File: src/hdl/mclsc_pkg.sv
// Package for the majority-clocked LFSR stream cipher.
// Holds the shift register state type, the control struct and the step and key load functions.
// Depends on nothing.
package mclsc_pkg;

    localparam int unsigned KeyWidth  = 64;
    localparam int unsigned ByteWidth = 8;
    localparam int unsigned StepCount = 8;

    localparam int unsigned ClkBitA = 9;
    localparam int unsigned ClkBitB = 11;
    localparam int unsigned ClkBitC = 11;

    typedef struct packed {
        logic [18:0] a;
        logic [21:0] b;
        logic [22:0] c;
    } t_lfsr_state;

    typedef struct packed {
        logic advance;
        logic load;
    } t_ks_ctrl;

    function automatic t_lfsr_state lfsr_step(input t_lfsr_state s);
        logic        ca;
        logic        cb;
        logic        cc;
        logic        maj;
        t_lfsr_state n;
        ca  = s.a[ClkBitA];
        cb  = s.b[ClkBitB];
        cc  = s.c[ClkBitC];
        maj = (ca & cb) | (ca & cc) | (cb & cc);
        n   = s;
        if (ca == maj) begin
            n.a = {s.a[17:0], s.a[18] ^ s.a[17] ^ s.a[16] ^ s.a[13]};
        end
        if (cb == maj) begin
            n.b = {s.b[20:0], s.b[21] ^ s.b[20] ^ s.b[16] ^ s.b[12]};
        end
        if (cc == maj) begin
            n.c = {s.c[21:0], s.c[22] ^ s.c[21] ^ s.c[18] ^ s.c[17]};
        end
        return n;
    endfunction

    // overlapping byte placement, first key byte in the top bits
    function automatic t_lfsr_state key_load(input logic [KeyWidth-1:0] key);
        logic [7:0]  k0;
        logic [7:0]  k1;
        logic [7:0]  k2;
        logic [7:0]  k3;
        logic [7:0]  k4;
        logic [7:0]  k5;
        logic [7:0]  k6;
        logic [7:0]  k7;
        t_lfsr_state n;
        k0  = key[63:56];
        k1  = key[55:48];
        k2  = key[47:40];
        k3  = key[39:32];
        k4  = key[31:24];
        k5  = key[23:16];
        k6  = key[15:8];
        k7  = key[7:0];
        n.a = {k0, k1, k2[7:5]};
        n.b = {k2[4:0], k3, 2'b00, k4[7:1]} | {21'd0, k5[7]};
        n.c = {k5, 15'd0} | {7'd0, k6, k7};
        return n;
    endfunction

endpackage

File: src/hdl/mclsc_ks.sv
// Keystream core: three shift registers and eight unrolled majority-clocked steps.
// Depends on mclsc_pkg.
module mclsc_ks (
    input  logic                          i_clk,
    input  logic                          i_rst_n,
    input  mclsc_pkg::t_ks_ctrl           i_ctrl,
    input  logic [mclsc_pkg::KeyWidth-1:0] i_key,
    output logic [mclsc_pkg::ByteWidth-1:0] o_ks
);

    mclsc_pkg::t_lfsr_state r_state;
    mclsc_pkg::t_lfsr_state n_state;
    mclsc_pkg::t_lfsr_state w_after;
    logic [mclsc_pkg::ByteWidth-1:0] w_ks;

    always_comb begin
        mclsc_pkg::t_lfsr_state s;
        s    = r_state;
        w_ks = '0;
        for (int i = 0; i < mclsc_pkg::StepCount; i++) begin
            s = mclsc_pkg::lfsr_step(s);
            w_ks[mclsc_pkg::ByteWidth-1-i] = s.a[0] ^ s.b[0] ^ s.c[0];
        end
        w_after = s;
    end

    always_comb begin
        n_state = r_state;
        if (i_ctrl.advance) begin
            n_state = i_ctrl.load ? mclsc_pkg::key_load(i_key) : w_after;
        end
    end

    always_ff @(posedge i_clk) begin
        if (!i_rst_n) begin
            r_state <= '0;
        end else begin
            r_state <= n_state;
        end
    end

    assign o_ks = w_ks;

endmodule

File: src/hdl/majority_clocked_lfsr_stream_cipher_top.sv
// Top level of the majority-clocked LFSR stream cipher.
// Input word register, keystream core, result register and key register.
// Depends on mclsc_pkg and mclsc_ks.
//
//  channel  direction  signals                    payload
//  s_axis   in         tvalid tready tdata tuser  tdata: data_in; tuser: kind
//  m_axis   out        tvalid tready tdata        tdata: data_out
//  cfg      in         valid ready data           cipher_key
//
// One word per cycle while m_axis takes results; a word is held in the input
// register, and the eight steps resolve in logic before the result register.
// A load word (kind 0) yields no result and passes even while m_axis stalls.
// Reset clears the key, the shift registers and all valid flags.
// Key writes are always ready; the key takes effect at the next load word.
module majority_clocked_lfsr_stream_cipher_top (
    input  logic        i_clk,
    input  logic        i_rst_n,
    input  logic        i_s_axis_tvalid,
    output logic        o_s_axis_tready,
    input  logic [7:0]  i_s_axis_tdata,   // [7:0] data_in
    input  logic [0:0]  i_s_axis_tuser,   // [0] kind
    output logic        o_m_axis_tvalid,
    input  logic        i_m_axis_tready,
    output logic [7:0]  o_m_axis_tdata,   // [7:0] data_out
    input  logic        i_cfg_valid,
    output logic        o_cfg_ready,
    input  logic [63:0] i_cfg_data
);

    logic        r_in_valid;
    logic        n_in_valid;
    logic        r_in_kind;
    logic [7:0]  r_in_data;
    logic        r_out_valid;
    logic        n_out_valid;
    logic [7:0]  r_out_data;
    logic [63:0] r_key;
    logic        w_in_accept;
    logic        w_out_free;
    logic        w_in_adv;
    logic [7:0]  w_ks;
    mclsc_pkg::t_ks_ctrl w_ctrl;

    assign w_out_free      = !r_out_valid || i_m_axis_tready;
    assign w_in_adv        = r_in_valid && (!r_in_kind || w_out_free);
    assign o_s_axis_tready = !r_in_valid || w_in_adv;
    assign w_in_accept     = i_s_axis_tvalid && o_s_axis_tready;
    assign o_cfg_ready     = 1'b1;

    assign w_ctrl.advance = w_in_adv;
    assign w_ctrl.load    = !r_in_kind;

    mclsc_ks u_ks (
        .i_clk   (i_clk),
        .i_rst_n (i_rst_n),
        .i_ctrl  (w_ctrl),
        .i_key   (r_key),
        .o_ks    (w_ks)
    );

    always_comb begin
        n_in_valid = r_in_valid;
        if (w_in_accept) begin
            n_in_valid = 1'b1;
        end else if (w_in_adv) begin
            n_in_valid = 1'b0;
        end
        n_out_valid = r_out_valid;
        if (w_in_adv && r_in_kind) begin
            n_out_valid = 1'b1;
        end else if (i_m_axis_tready) begin
            n_out_valid = 1'b0;
        end
    end

    always_ff @(posedge i_clk) begin
        if (!i_rst_n) begin
            r_in_valid  <= 1'b0;
            r_out_valid <= 1'b0;
            r_key       <= '0;
        end else begin
            r_in_valid  <= n_in_valid;
            r_out_valid <= n_out_valid;
            if (i_cfg_valid) begin
                r_key <= i_cfg_data;
            end
        end
    end

    always_ff @(posedge i_clk) begin
        if (w_in_accept) begin
            r_in_kind <= i_s_axis_tuser[0];
            r_in_data <= i_s_axis_tdata;
        end
        if (w_in_adv && r_in_kind) begin
            r_out_data <= r_in_data ^ w_ks;
        end
    end

    assign o_m_axis_tvalid = r_out_valid;
    assign o_m_axis_tdata  = r_out_data;

`ifndef SYNTHESIS
    a_load_no_result: assert property (@(posedge i_clk) disable iff (!i_rst_n)
        (r_in_valid && !r_in_kind && w_out_free) |=> !o_m_axis_tvalid)
        else $error("load word produced a result");

    a_data_result: assert property (@(posedge i_clk) disable iff (!i_rst_n)
        (r_in_valid && r_in_kind && w_out_free) |=> o_m_axis_tvalid)
        else $error("data word lost");

    a_ready_only_busy: assert property (@(posedge i_clk) disable iff (!i_rst_n)
        !o_s_axis_tready |-> (r_in_valid && r_in_kind && r_out_valid))
        else $error("input stalled without a blocked data word");

    a_hold_blocked: assert property (@(posedge i_clk) disable iff (!i_rst_n)
        (r_in_valid && r_in_kind && !w_out_free) |=> (r_in_valid && $stable(r_in_data)))
        else $error("blocked data word dropped");
`endif

endmodule
File: config.mk
export PLATFORM = sky130hd
export DESIGN_NAME = majority_clocked_lfsr_stream_cipher_top
export DESIGN_NICKNAME = d
export VERILOG_FILES = /design/src/hdl/mclsc_pkg.sv /design/src/hdl/mclsc_ks.sv /design/src/hdl/majority_clocked_lfsr_stream_cipher_top.sv
export SDC_FILE = /design/constraint.sdc
export NUM_CORES = 1
export LEC_CHECK = 0
export BUFFER_PORTS_ARGS = -buffer_cell sky130_fd_sc_hd__buf_4
export CAP_MARGIN = 20
export CORE_MARGIN = 5
export CORE_UTILIZATION = 32
export CTS_CLUSTER_DIAMETER = 30
export DETAILED_ROUTE_END_ITERATION = 16
export PLACE_DENSITY_LB_ADDON = 0.05
export SLEW_MARGIN = 40
export SYNTH_ARGS = -nofsm -noshare
export SYNTH_HDL_FRONTEND = slang
export SYNTH_SLANG_ARGS = --single-unit
File: constraint.sdc
create_clock -name i_clk -period 6.99 [get_ports i_clk]
set_input_delay 0.699 -clock i_clk [delete_from_list [all_inputs] [get_ports i_clk]]
set_output_delay 0.699 -clock i_clk [all_outputs]
set_load 0.01 [all_outputs]
After elaboration in Yosys (flattened, before gate mapping)
Cells that the tools add are included.
Widths: inputs -> output; s select.
{ "totals": {"regBits": 147, "wordCells": 204} }
{ "classes": {"n_eq_ne": 24, "muxes": 29, "n_bitwise": 131, "n_reduce_logical": 11} }
{ "op_table": {"columns": ["operator", "n"], "rows": [
  ["$mux 23", 8],
  ["$mux 22", 8],
  ["$mux 19", 8],
  ["$xor 1x1->1", 88],
  ["$mux 64", 1],
  ["$and 1x1->1", 24],
  ["$eq 1x1->1", 24],
  ["$or 23x16->23", 1],
  ["$or 22x1->22", 1],
  ["$or 1x1->1", 16],
  ["$xor 8x8->8", 1],
  ["$mux 1", 4],
  ["$reduce_bool 2->1", 2],
  ["$logic_and 1x1->1", 3],
  ["$logic_not 1->1", 3],
  ["$logic_or 1x1->1", 3]
]} }

Depth between registers and ports, before layout
Gate-level depths: netlist of the first run.
{ "depth": {"ltp_word": 43, "ltp_mapped": 30, "ltp_nobuf": 20} }

Modules after synthesis
A second synthesis of the first run with hierarchy kept.
{ "hier_totals": {"hier_cells": 2059, "area_unflattened_um2": 15521.1} }
{ "by_module_without_submodules": {"columns": ["module", "n_inst", "cells_each", "area_per_inst_um2", "seq_area_each_um2"], "rows": [
  ["mclsc_ks", 1, 1813, 12373.1, 1281.2],
  ["majority_clocked_lfsr_stream_cipher_top", 1, 246, 3148.0, 1831.8]
]} }

Worst setup path after synthesis of the first run
No wires, ideal clock.
{ "synth_path": {"path_kind": "register to register", "startpoint": "reg u_ks.r_state[34] (netlist name)", "endpoint": "reg r_out_data[0], in the netlist o_m_axis_tdata[0], data pin", "setup_time_ns": 0.260, "arrival_ns": 5.562, "required_time_ns": 6.730, "slack_ns": 1.168, "path_stages_with_launch": 27, "synth_period_minus_slack_ns": 5.822, "cell_sequence": "dfxtp_1 -> buf_4 -> nor2b_2 -> a22o_1 -> o21a_1 -> o32a_1 -> and2_1 -> buf_6 -> buf_6 -> a2111oi_2 -> nor3_1 -> o211ai_4 -> mux2_4 -> nor2_4 -> o21ai_1 -> a311o_1 -> buf_6 -> mux2i_4 -> o21a_2 -> buf_6 -> o21ai_1 -> a21oi_2 -> a22o_1 -> buf_4 -> or4_4 -> o2111ai_2 -> xnor2_1"} }
{ "synth_via": {"elab_chain_len": 43, "word_cells_on_any_way": 153, "cone_classes": "eq/ne (24); mux (24); bitwise (105)"} }
{ "synth_rtl": {"columns": ["element", "line_no", "source"], "rows": [
  ["from (decl)", "mclsc_ks.sv:11", "mclsc_pkg::t_lfsr_state r_state;"],
  ["from (signal assigned)", "mclsc_ks.sv:38", "r_state <= n_state;"],
  ["$and 1x1->1", "mclsc_pkg.sv:34", "maj = (ca & cb) | (ca & cc) | (cb & cc);"],
  ["$or 1x1->1 (2 in series)", "mclsc_pkg.sv:34", null],
  ["$eq 1x1->1 (on tied branches)", "mclsc_pkg.sv:36, mclsc_pkg.sv:39, mclsc_pkg.sv:42", null],
  ["$mux 19, or another cell as far along", "mclsc_pkg.sv:36", "if (ca == maj) begin"],
  ["$and 1x1->1", "mclsc_pkg.sv:34", null],
  ["$or 1x1->1 (2 in series)", "mclsc_pkg.sv:34", null],
  ["$eq 1x1->1 (on tied branches)", "mclsc_pkg.sv:36, mclsc_pkg.sv:39, mclsc_pkg.sv:42", null],
  ["$mux 19, or another cell as far along", "mclsc_pkg.sv:36", null],
  ["[... 24 more ...]", null, null],
  ["$mux 19, or another cell as far along", "mclsc_pkg.sv:36", null],
  ["$and 1x1->1", "mclsc_pkg.sv:34", null],
  ["$or 1x1->1 (2 in series)", "mclsc_pkg.sv:34", null],
  ["$eq 1x1->1 (on tied branches)", "mclsc_pkg.sv:36, mclsc_pkg.sv:39", null],
  ["$mux 19 or $mux 22 (tied branches)", "mclsc_pkg.sv:36, mclsc_pkg.sv:39", null],
  ["$xor 1x1->1", "mclsc_ks.sv:22", "w_ks[mclsc_pkg::ByteWidth-1-i] = s.a[0] ^ s.b[0] ^ s.c[0];"],
  ["$xor 1x1->1 (*)", "mclsc_ks.sv:22", null],
  ["$xor 8x8->8 (*)", "majority_clocked_lfsr_stream_cipher_top.sv:96", "r_out_data <= r_in_data ^ w_ks;"],
  ["to (signal assigned)", "majority_clocked_lfsr_stream_cipher_top.sv:96", null],
  ["to (decl)", "majority_clocked_lfsr_stream_cipher_top.sv:36", "logic [7:0] r_out_data;"]
]} }
Mark *: on every way between the ends. The rest lies on a longest branch, timed or not.
A chain may end at the register's enable or synchronous reset.

Worst setup path in the final report of the first run
Ends and elaborated chain as after synthesis.

==> results of run 1 <==
## layout make-up
class	count	share of cell area, %
Clock buffer	17	2.35
Inverter	27	0.560
Multi-Input combinational cell	1664	63.5
Timing Repair Buffer	261	11.3
Clock inverter	15	0.864
Tap cell	615	4.25
Sequential cell	146	17.1
## registers in the layout (all words and copies together), names as in the netlist
| name | flops |
|---|---|
| r_in_kind | 1 |
| r_key | 63 |
| u_ks.r_state | 64 |
| o_m_axis_tvalid | 1 |
| r_in_valid | 1 |
| o_m_axis_tdata | 8 |
| r_in_data | 8 |
## cells in the final DEF, fill, tap and decap left out, types with 18 or more instances in the layout
cell                       instances
sky130_fd_sc_hd__a211oi_1         18
sky130_fd_sc_hd__a21oi_1         133
sky130_fd_sc_hd__a31oi_1          34
sky130_fd_sc_hd__and4_1           22
sky130_fd_sc_hd__buf_4           253
sky130_fd_sc_hd__dfxtp_1         123
sky130_fd_sc_hd__inv_1            22
sky130_fd_sc_hd__mux2i_1         270
sky130_fd_sc_hd__nand2_1         152
sky130_fd_sc_hd__nand3_1          55
sky130_fd_sc_hd__nor2_1          230
sky130_fd_sc_hd__nor3_1           33
sky130_fd_sc_hd__o211ai_1         19
sky130_fd_sc_hd__o21ai_0         163
sky130_fd_sc_hd__o21ai_1          22
sky130_fd_sc_hd__o22a_1           32
sky130_fd_sc_hd__o22ai_1          48
sky130_fd_sc_hd__xnor2_1          76
sky130_fd_sc_hd__xor2_1           23
## critical path, cell delays in order (launching register included)
cell and delay, ns:
sky130_fd_sc_hd__dfxtp_2 0.43, sky130_fd_sc_hd__nor2b_1 0.45, sky130_fd_sc_hd__o2111ai_1 0.24, sky130_fd_sc_hd__o221a_2 0.23, sky130_fd_sc_hd__a32o_1 0.32, sky130_fd_sc_hd__buf_4 0.22
sky130_fd_sc_hd__nand2_1 0.14, sky130_fd_sc_hd__a211oi_1 0.09, sky130_fd_sc_hd__o21a_1 0.23, sky130_fd_sc_hd__or3_1 0.44, sky130_fd_sc_hd__a211o_4 0.41, sky130_fd_sc_hd__nand2_2 0.13
sky130_fd_sc_hd__buf_4 0.18, sky130_fd_sc_hd__mux2_2 0.37, sky130_fd_sc_hd__a32oi_4 0.33, sky130_fd_sc_hd__nor3_1 0.11, sky130_fd_sc_hd__a211oi_1 0.62, sky130_fd_sc_hd__or2_2 0.27
sky130_fd_sc_hd__xnor3_1 0.39, sky130_fd_sc_hd__mux2_2 0.33, sky130_fd_sc_hd__nand3_1 0.12, sky130_fd_sc_hd__o2111ai_2 0.11, sky130_fd_sc_hd__xnor2_1 0.16
## final timing paths
check | start | end | slack, ns
min | i_s_axis_tdata[3] | r_in_data[3] | 0.42
max reg2reg | u_ks.r_state[34] | o_m_axis_tdata[0] | 0.39
min reg2reg | r_key[14] | r_key[14] | 0.49
max | u_ks.r_state[34] | o_m_axis_tdata[0] | 0.39
## per-layer routing
metal | routed length, um | up-vias | track usage (%)
li1 | - | 7727 | -
met1 | 32000 | 7710 | 35.1
met2 | 27000 | 464 | 34.5
met3 | 2520 | 50 | 1.76
met4 | 1140 | 0 | 5.30
met5 | 0 | - | 0
## per-stage QoR
| stage | instance area [um2] | utilization, % | TNS, ns | instances |
|---|---|---|---|---|
| after floorplan | 15400 | - | 0 | 1999 |
| after global placement | 17400 | 36.5 | 0 | 2713 |
| after detailed placement | 17400 | 36.5 | 0 | 2713 |
| after CTS | 18000 | 37.8 | 0 | 2745 |
| after global routing | 18100 | 38.0 | -0.000542 | 2745 |
| final | 18100 | 38.0 | 0 | 2745 |
## logic make-up after synthesis
kind of cell	count (synthesis)	share of synthesized area, %
DFF	146	20.1
buffers and inverters	189	6.00
muxes	297	19.9
and+or+nand+nor	608	18.6
other	1	0.0244
AOI/OAI and AO/OA	657	29.4
xor gates and xnor gates	100	5.79
adders and majority gates	1	0.0733
==> metrics list, run 1 <==
- The flow ran to the end, and the final reports show no timing, DRC or antenna violations.
- The number of antenna diodes in the final layout is 0.
* Share of cells above drive strength 1: 19.6%
- Die Wd: 229 um
- At the pin with the least slew margin, the transition time is 0.817 ns.
* Clk pin slew, worst setup/hold paths: 0.08 ns
- Dividing the detail-routed wire length by the instance count gives 22.8 um.
* Count of TritonRoute iterations in the first routing pass: 5
- Overall overflow remaining after global route: 0
- Library cell occupying the most area in the post-synthesis netlist: sky130_fd_sc_hd__mux2i_1
- Main flop type after synthesis: sky130_fd_sc_hd__dfxtp_1
- Kind of end point of the critical path: flop
- The first routing iteration left 1341 violations.
* Final weighted congestion in routability-driven placement: 0.927
- For this run, asynchronously set or reset flops after synthesis account for 0%.
- Number of setup buffers added after CTS: 0
- Total clock sinks: 146
* Final-report hold violation count: 0
- Type of the worst setup path: reg2reg
* Hold Path Depth: 1
- Summing all flip-flop and latch instances after layout gives 3100 um2.
- Summing all multi-input logic gate instances after layout gives 11500 um2.
* Number of synthesized flops with an enable pin: 17
- The number of pins with negative max-slew slack in the final report came to 0.
- Fillers: 4985
* DRC: 0
- Overall die height: 229 um
- The first global-routing pass estimated 94.3 mm of wire.
* Clock tree from TritonCTS: built
- Kind of start point of the critical path: flop
* Cts bufs inserted: 17
* Worst slew margin relative to its limit: 45.0%
* Number of antenna violations at the first check in global routing: 0
- Derived from the worst setup path, the maximum achievable clock frequency is 0.152 GHz.
* Sequential element share of the synthesized area: 20.1%
* Required time at the endpoint of the critical path: 7.18 ns
- Buffers inserted to repair hold after CTS numbered 0.
- The initial utilization of the core area, before any placement, comes to 32.2%.
* Max-Cap Viols: 0
- The H-tree was split into 4 levels.
- WHS: 0.419 ns
- Number of I/O pins: 89
- Entering global routing, the biggest net connects 56 pins.
* Total die area: 52500 um2
- Kind of path behind the tightest hold check: in2reg
- By instance count, the leading cell after synthesis is sky130_fd_sc_hd__mux2i_1.
- The netlist uses 120 different library cells.
- Vias: 16000
- Synth Area per Inst: 7.69 um2
- The HPWL after detailed placement is 49.2 mm.
* Count of final setup violators: 0
- Setup skew after layout: 0.0159 ns
- Placement Rows: 80
- Clock tree synthesis selected as its root buffer the cell sky130_fd_sc_hd__clkbuf_16.
- In this run the deepest clock path goes through 2 buffers.
- From synthesis to final layout, the design area changed by 17.8%.
* Top fanout value on the critical path: 12
- Clock latency on the worst-skew pair: 0.45 ns
- In this run the cell area of the synthesized design comes to 15400 um2.
- Reg2Reg Depth: 22
- Across all setup checks in the final design, the least slack found is 0.393 ns.
- Portion of synthesized cell area occupied by the leading cell type: 17.7%
- The final layout contains routed wiring with a total length of 62.7 mm.
* Total number of nets in the final design: 2195
- In this run the remaining antenna-violating nets after routing total 0.
* Min Clock Period, post-route: 6.60 ns
* Worst slack at placement: 0.0794 ns
* Final period util: 94.4%
* Core Region: 47600 um2
* Global-route usage over all layers: 22.8%
- Net Count, Synth: 2077
- Number of flip-flops and latches in the synthesized netlist: 146
* Count of input and output buffers: 86
- During synthesis, Yosys emitted a total of 0 warnings.
- After clock tree synthesis, the repair step resized 0 gates.
* Via count of the first global-routing pass: 15000
* Via-to-Cell Ratio: 5.81
* Cell count after synthesis: 1999
- Top post-synthesis cells by count: 272 x sky130_fd_sc_hd__mux2i_1, 231 x sky130_fd_sc_hd__nor2_1, 163 x sky130_fd_sc_hd__o21ai_0
- Arrival @ worst endpoint: 6.79 ns
* Main area contributors after synthesis: sky130_fd_sc_hd__mux2i_1 18%, sky130_fd_sc_hd__dfxtp_1 17%, sky130_fd_sc_hd__nor2_1 5.6%
Power of run 1 is not shown: default switching activity piles up to over one toggle a cycle in this logic, so the estimate is an artifact.
==> run 2, diff against run 1 <==
- PLACE_DENSITY: not set -> 0.46
- PLACE_DENSITY_LB_ADDON: 0.05 -> not set
- REMOVE_ABC_BUFFERS: not set -> 1
- SETUP_SLACK_MARGIN: not set -> 0.5
==> metrics list, run 2 (synthesized netlist as in run 1, its figures left out) <==
- The number of nets in the finished design was 2243 (was 2195).
- Most common library cell in the layout ignoring fill and taps: sky130_fd_sc_hd__buf_4 (was sky130_fd_sc_hd__mux2i_1)
- The type of origin of the critical path is a flop (unchanged).
* Min Clock Period, post-route: 6.29 ns (was 6.60 ns)
- Post-place instance area: 17600 um2 (was 17400 um2)
- Largest registers: u_ks.r_state x64, r_key x63 (unchanged).
* Final period util: 89.9% (was 94.4%)
* Via count of the first global-routing pass: 15200 (was 15000)
* Worst reg-to-reg setup slack: 0.70 ns (was 0.39 ns)
- Clk pin slew, worst setup/hold paths: 0.07 ns (was 0.08 ns)
* Most frequent cells in the layout: 290 x sky130_fd_sc_hd__buf_4, 263 x sky130_fd_sc_hd__mux2i_1, 226 x sky130_fd_sc_hd__nor2_1 (was 270 x sky130_fd_sc_hd__mux2i_1, 253 x sky130_fd_sc_hd__buf_4, 230 x sky130_fd_sc_hd__nor2_1)
- Via-to-Cell Ratio: 5.77 (was 5.81)
- The worst relative slew slack was 43.7% (was 45.0%).
- Iteration-0 DRC count of the detailed router: 1297 (was 1341)
- First-pass GRT wire length: 92.2 mm (was 94.3 mm)
- The total congestion overflow came to 0 (unchanged).
* Cell type with the highest occurrence count on the critical path: sky130_fd_sc_hd__buf_12
* Kind of path behind the tightest hold check: in2reg (unchanged)
- Routed wirelength normalized by instance count: 21.9 um (was 22.8 um)
- The total negative setup slack is 0 ns (unchanged).
- The maximum root-to-sink buffer count came to 2 (unchanged).
- The peak per-stage delay on the critical path was 0.50 ns (was 0.62 ns).
- Worst min-delay path endpoint: r_in_data[4] (was r_in_data[3])
* Total wire length: 61.1 mm (was 62.7 mm)
- The number of instances in the placed design was 2734 (was 2713).
- The number of pins with negative max-slew slack in the final report came to 0 (unchanged).
- Root Buffer: sky130_fd_sc_hd__clkbuf_16 (unchanged)
- The final standard cell area without fillers came to 18800 um2 (was 18100 um2).
- Flip-flop count of the largest register after layout: 64 (unchanged)
- The number of setup violations in the final report was 0 (unchanged).
- Setup skew after layout: 0.0161 ns (was 0.0159 ns)
* Clock tree from TritonCTS: built (unchanged)
- Count of input and output buffers: 86 (unchanged)
* Initial Util: 32.2% (unchanged)
- DRC: 0 (unchanged)
- Clock H-tree levels: 4 (unchanged)
- The fmax is 0.159 GHz (was 0.152 GHz).
* Die Wd: 229 um (unchanged)
* Arrival @ worst endpoint: 6.65 ns (was 6.79 ns)
- Share of cells above drive strength 1: 23.4% (was 19.6%)
- Type of the worst setup path: reg2reg (unchanged)
- Top fanout value on the critical path: 18 (was 12)
- The final antenna-violating net count was 0 (unchanged).
- The number of filler instances in the final layout came to 5051 (was 4985).
* Share of the core filled with cells: 39.5% (was 38.0%)
- Reg2reg start: u_ks.r_state[11] (was u_ks.r_state[34])
* Core Region: 47600 um2 (unchanged)
- The cell count of the worst hold path came to 1 (unchanged).
- The number of buffers inserted during clock tree synthesis was 17 (unchanged).
* Max-Cap Viols: 0 (unchanged)
- Result of the run: completed (unchanged)
- Vias: 16100 (was 16000)
- The number of sinks driven by the clock tree is 146 (unchanged).
- Hpwl dp: 47.2 mm (was 49.2 mm)
* Total die area: 52500 um2 (unchanged)
- Final-report hold violation count: 0 (unchanged)
* Biggest register: u_ks.r_state (unchanged)
- Global-route usage over all layers: 22.3% (was 22.8%)
* FF/Latch Area: 3110 um2 (was 3100 um2)
- The kind of capture point of the worst setup path was a flop (unchanged).
* Hold wc startpoint: i_s_axis_tdata[4] (was i_s_axis_tdata[3])
* Final cell count without fillers: 2794 (was 2745)
- Final weighted congestion in routability-driven placement: 0.944 (was 0.927)
- Cell type of the slowest stage on the worst timing path: sky130_fd_sc_hd__or4_1 (was sky130_fd_sc_hd__a211oi_1)
- Setup repair after global routing could not meet its margin everywhere.
- Reg2Reg Depth: 26 (was 22)
* Required time at the endpoint of the critical path: 7.35 ns (was 7.18 ns)
* Number of antenna violations at the first check in global routing: 0 (unchanged)
- The footprint of the multi-input gates was 11800 um2 (was 11500 um2).
- The number of top-level pins is 89 (unchanged).
- The pin count of the biggest net entering global routing was 52 (was 56).
- Clock latency on the worst-skew pair: 0.48 ns (was 0.45 ns)
* Area growth from synthesis to final layout: 22.4% (was 17.8%)
- Worst Max-Slew Pin Slew: 0.842 ns (was 0.817 ns)
- The endpoint of the worst-slack reg-to-reg timing path is u_ks.r_state[62] (was o_m_axis_tdata[0]).
* Placement Rows: 80 (unchanged)
* Overall die height: 229 um (unchanged)
- The first-pass detailed-route iteration total came to 7 (was 5).
[run 2: critical path: cells and delay by family, from the launching register on]
family,cells,cell delay (ns)
compound gates,13,2.83
flops,1,0.37
buf+inv,6,1.13
simple gates,4,1.06
mux,3,0.73
[run 2: final cells by class]
cell class                 instances  share of cell area [%]
clock buffer                      19                    2.30
clock inverter                    13                   0.546
antenna                            1                  0.0133
timing repair buffer             308                    13.1
multi-input combinational       1665                    62.9
sequential                       146                    16.5
tap                              615                    4.09
inverter                          27                   0.552
[run 2: what timing repair did]
item / CTS / global route
setup endpoints to repair: 59 / 63
hold buffers: 0 / 0
gates resized for setup: 19 / 87
gates cloned: 0 / 2
pin swaps: 3 / 17
setup buffers: 2 / 23
[run 2: routing by layer]
metal	share of wire (%)	GRT usage, %	wire (um)
met1	47	30.8	28800
met2	45	34.8	27600
met3	4.0	4.00	2470
met4	3.7	8.59	2240
met5	0	0	0
[run 2: how the worst max path moves through the flow]
| stage | startpoint | to | slack [ns] | cells past startpoint |
|---|---|---|---|---|
| after CTS | u_ks.r_state[11] | u_ks.r_state[62] | 0.51 | 26 |
| after floorplan | u_ks.r_state[34] | o_m_axis_tdata[0] | -2.32 | 18 |
| final | u_ks.r_state[11] | u_ks.r_state[62] | 0.70 | 26 |
| after detailed placement | u_ks.r_state[34] | u_ks.r_state[36] | 0.1 | 24 |
| after global placement | u_ks.r_state[34] | u_ks.r_state[36] | 0.1 | 26 |
| after global routing | u_ks.r_state[34] | u_ks.r_state[33] | 0.45 | 27 |
[run 2: stage by stage]
step | setup WS (ns) | hold slack [ns]
floorplan | -2.32 | 0.452
global placement | 0.0967 | 0.469
detailed placement | 0.0995 | 0.473
CTS | 0.506 | 0.360
global route | 0.451 | 0.370
finish | 0.704 | 0.397
Power of run 2 is left out for the same reason.
==> run 3, diff against run 2 <==
- ABC_AREA: not set -> 1
- PLACE_DENSITY: 0.46 -> 0.47
- SYNTH_HIERARCHICAL: not set -> 1
==> metrics list, run 3 <==
- Result of the run: completed (unchanged).
- The final critical delay including setup and external delays is 5.92 ns (was 6.29 ns).
- The global-route wire length before repair is 70.3 mm (was 92.2 mm).
* Kind of end point of the critical path: flop (unchanged)
- Antenna Diode Count: 0 (was 1)
- Post-synthesis instance area: 13600 um2 (was 15400 um2)
- Biggest register: u_ks/r_state (was u_ks.r_state)
- Total die area: 46600 um2 (was 52500 um2)
* Routed wirelength normalized by instance count: 15.7 um (was 21.9 um)
* Residual antenna-violating net count after detailed routing: 0 (unchanged)
- The cell type of the slowest stage on the worst timing path was sky130_fd_sc_hd__dfxtp_1 (was sky130_fd_sc_hd__or4_1).
* Total number of nets in the final design: 2349 (was 2243)
- The post-place instance area came to 14500 um2 (was 17600 um2).
* Iteration-0 DRC count of the detailed router: 781 (was 1297)
- The type of origin of the critical path was a flop (unchanged).
* Count of final setup violators: 0 (unchanged)
* Arrival @ worst endpoint: 6.15 ns (was 6.65 ns)
* Cts bufs inserted: 17 (unchanged)
- The average via count per standard cell came to 4.84 (was 5.77).
* Hpwl dp: 33.1 mm (was 47.2 mm)
* Total clock sinks: 146 (unchanged)
- The number of setup buffers added after CTS was 0 (was 2).
- The required time reported for the critical path endpoint came to 7.22 ns (was 7.35 ns).
* Initial Util: 32.4% (was 32.2%)
* Die Wd: 216 um (was 229 um)
- RSZ-0062 raised after global routing: no (was yes)
- The most prevalent standard cell on the critical path is sky130_fd_sc_hd__nand2_1 (was sky130_fd_sc_hd__buf_12).
* Clock latency on the worst-skew pair: 0.48 ns (about the same)
* Final-report hold violation count: 0 (unchanged)
- Largest registers: u_ks/r_state x64, r_key x63 (was u_ks.r_state x64, r_key x63)
* Warnings from Yosys: 6 (was 0)
- Synth Area per Inst: 6.02 um2 (was 7.69 um2)
- Overall die height: 216 um (was 229 um)
- Flip-flop count of the largest register after layout: 64 (unchanged)
- The worst relative slew slack came to 46.1% (was 43.7%).
- The floorplan row count came to 75 (was 80).
- The cell at the root of the clock tree is sky130_fd_sc_hd__clkbuf_16 (unchanged).
- The share of post-route cells with drive strength above 1 is 15.4% (was 23.4%).
- The transition at the pin with the smallest max-transition slack is 0.808 ns (was 0.842 ns).
* Final period util: 84.7% (was 89.9%)
- The maximum clock skew at final layout came to 0.0102 ns (was 0.0161 ns).
* Global-route usage over all layers: 18.9% (was 22.3%)
* Cell count after synthesis: 2253 (was 1999)
- The number of global-route vias before repair was 12800 (was 15200).
* Worst-case clock buffer depth: 2 (unchanged)
- The relative area change from synthesis to final layout was 11.1% (was 22.4%).
- The clock transition time at the flip-flop clock pins of the worst setup and hold paths was 0.07 ns (about the same).
- Overall overflow remaining after global route: 0 (unchanged)
- The number of buffers inserted by port buffering is 86 (unchanged).
- Type of the worst setup path: reg2reg (unchanged)
- Most common library cell in the layout ignoring fill and taps: sky130_fd_sc_hd__nand2_1 (was sky130_fd_sc_hd__buf_4)
* Maximum number of pins on one net before global-route repair: 65 (was 52)
- Total wire length: 44.2 mm (was 61.1 mm)
- The max capacitance violation total was 0 (unchanged).
- The number of pins with negative max-slew slack in the final report was 0 (unchanged).
- The first-pass detailed-route iteration total is 5 (was 7).
- The placeable core region came to 41900 um2 (was 47600 um2).
- The maximum level of the CTS H-tree was 4 (unchanged).
- Final weighted congestion in routability-driven placement: 0.886 (was 0.944)
- Total Neg Setup Slack: 0 ns (unchanged)
- The peak per-stage delay on the critical path is 0.43 ns (was 0.50 ns).
- Least setup slack across all paths after layout: 1.07 ns (was 0.704 ns)
- The number of antenna violations at the first check in global routing came to 0 (unchanged).
- Vias: 13700 (was 16100)
- Top fanout value on the critical path: 29 (was 18)
- The number of top-level pins came to 89 (unchanged).
- The final standard cell area without fillers is 15100 um2 (was 18800 um2).
* Most frequent cells in the layout: 697 x sky130_fd_sc_hd__nand2_1, 370 x sky130_fd_sc_hd__o21ai_0, 229 x sky130_fd_sc_hd__inv_1 (was 290 x sky130_fd_sc_hd__buf_4, 263 x sky130_fd_sc_hd__mux2i_1, 226 x sky130_fd_sc_hd__nor2_1)
- The number of remaining DRC errors came to 0 (unchanged).
- Worst slack at placement: 0.676 ns (was 0.0995 ns)
- Kind of path behind the tightest hold check: in2reg (unchanged)
- The CTS tree is built (unchanged).
- The fmax was 0.169 GHz (was 0.159 GHz).
[run 3: worst max-delay path, delay by kind of cell (launching register included)]
family	cells	cell delay, ns
AND/OR/NAND/NOR	25	3.27
AO/OA/AOI/OAI	3	0.57
XOR/XNOR	1	0.17
flip-flops	1	0.43
buffers and inverters	6	1.18
[run 3: final cells by class]
cell class,count,area [um2]
fill,4747,26900
clock buffer,19,464
inverter,259,991
timing repair buffer,120,901
tap,539,674
multi-input combinational,1727,8820
clock inverter,13,138
sequential,146,3090
[run 3: repair_timing]
item,4_1_cts,5_1_grt
setup endpoints to repair,0,6
hold buffers,0,0
gates resized for setup,0,7
[run 3: final timing paths]
kind                         start                 to  slack (ns)  cells after the start
setup / recovery  u_ks/r_state[34]  o_m_axis_tdata[0]        1.07                     35
hold / removal      i_s_axis_tuser          r_in_kind        0.39                      1
setup reg to reg  u_ks/r_state[34]  o_m_axis_tdata[0]        1.07                     35
hold reg to reg   u_ks/r_state[31]   u_ks/r_state[31]        0.47                      2
[run 3: through the flow]
stage / utilization [%] / cells / hold slack [ns]
floorplan: - / 2132 / 0.445
global placement: 34.5 / 2791 / 0.458
global route: 36.0 / 2823 / 0.369
CTS: 35.9 / 2823 / 0.346
finish: 36.0 / 2823 / 0.394
detailed placement: 34.5 / 2791 / 0.457
[run 3: per-layer routing]
| layer | routed length [um] | share of wire, % | track usage, % |
|---|---|---|---|
| met5 | 0 | 0 | 0 |
| met1 | 22300 | 50 | 25.9 |
| met3 | 1050 | 2.4 | 2.62 |
| met4 | 661 | 1.5 | 5.30 |
| met2 | 20200 | 46 | 31.3 |
Power of run 3 is left out for the same reason.
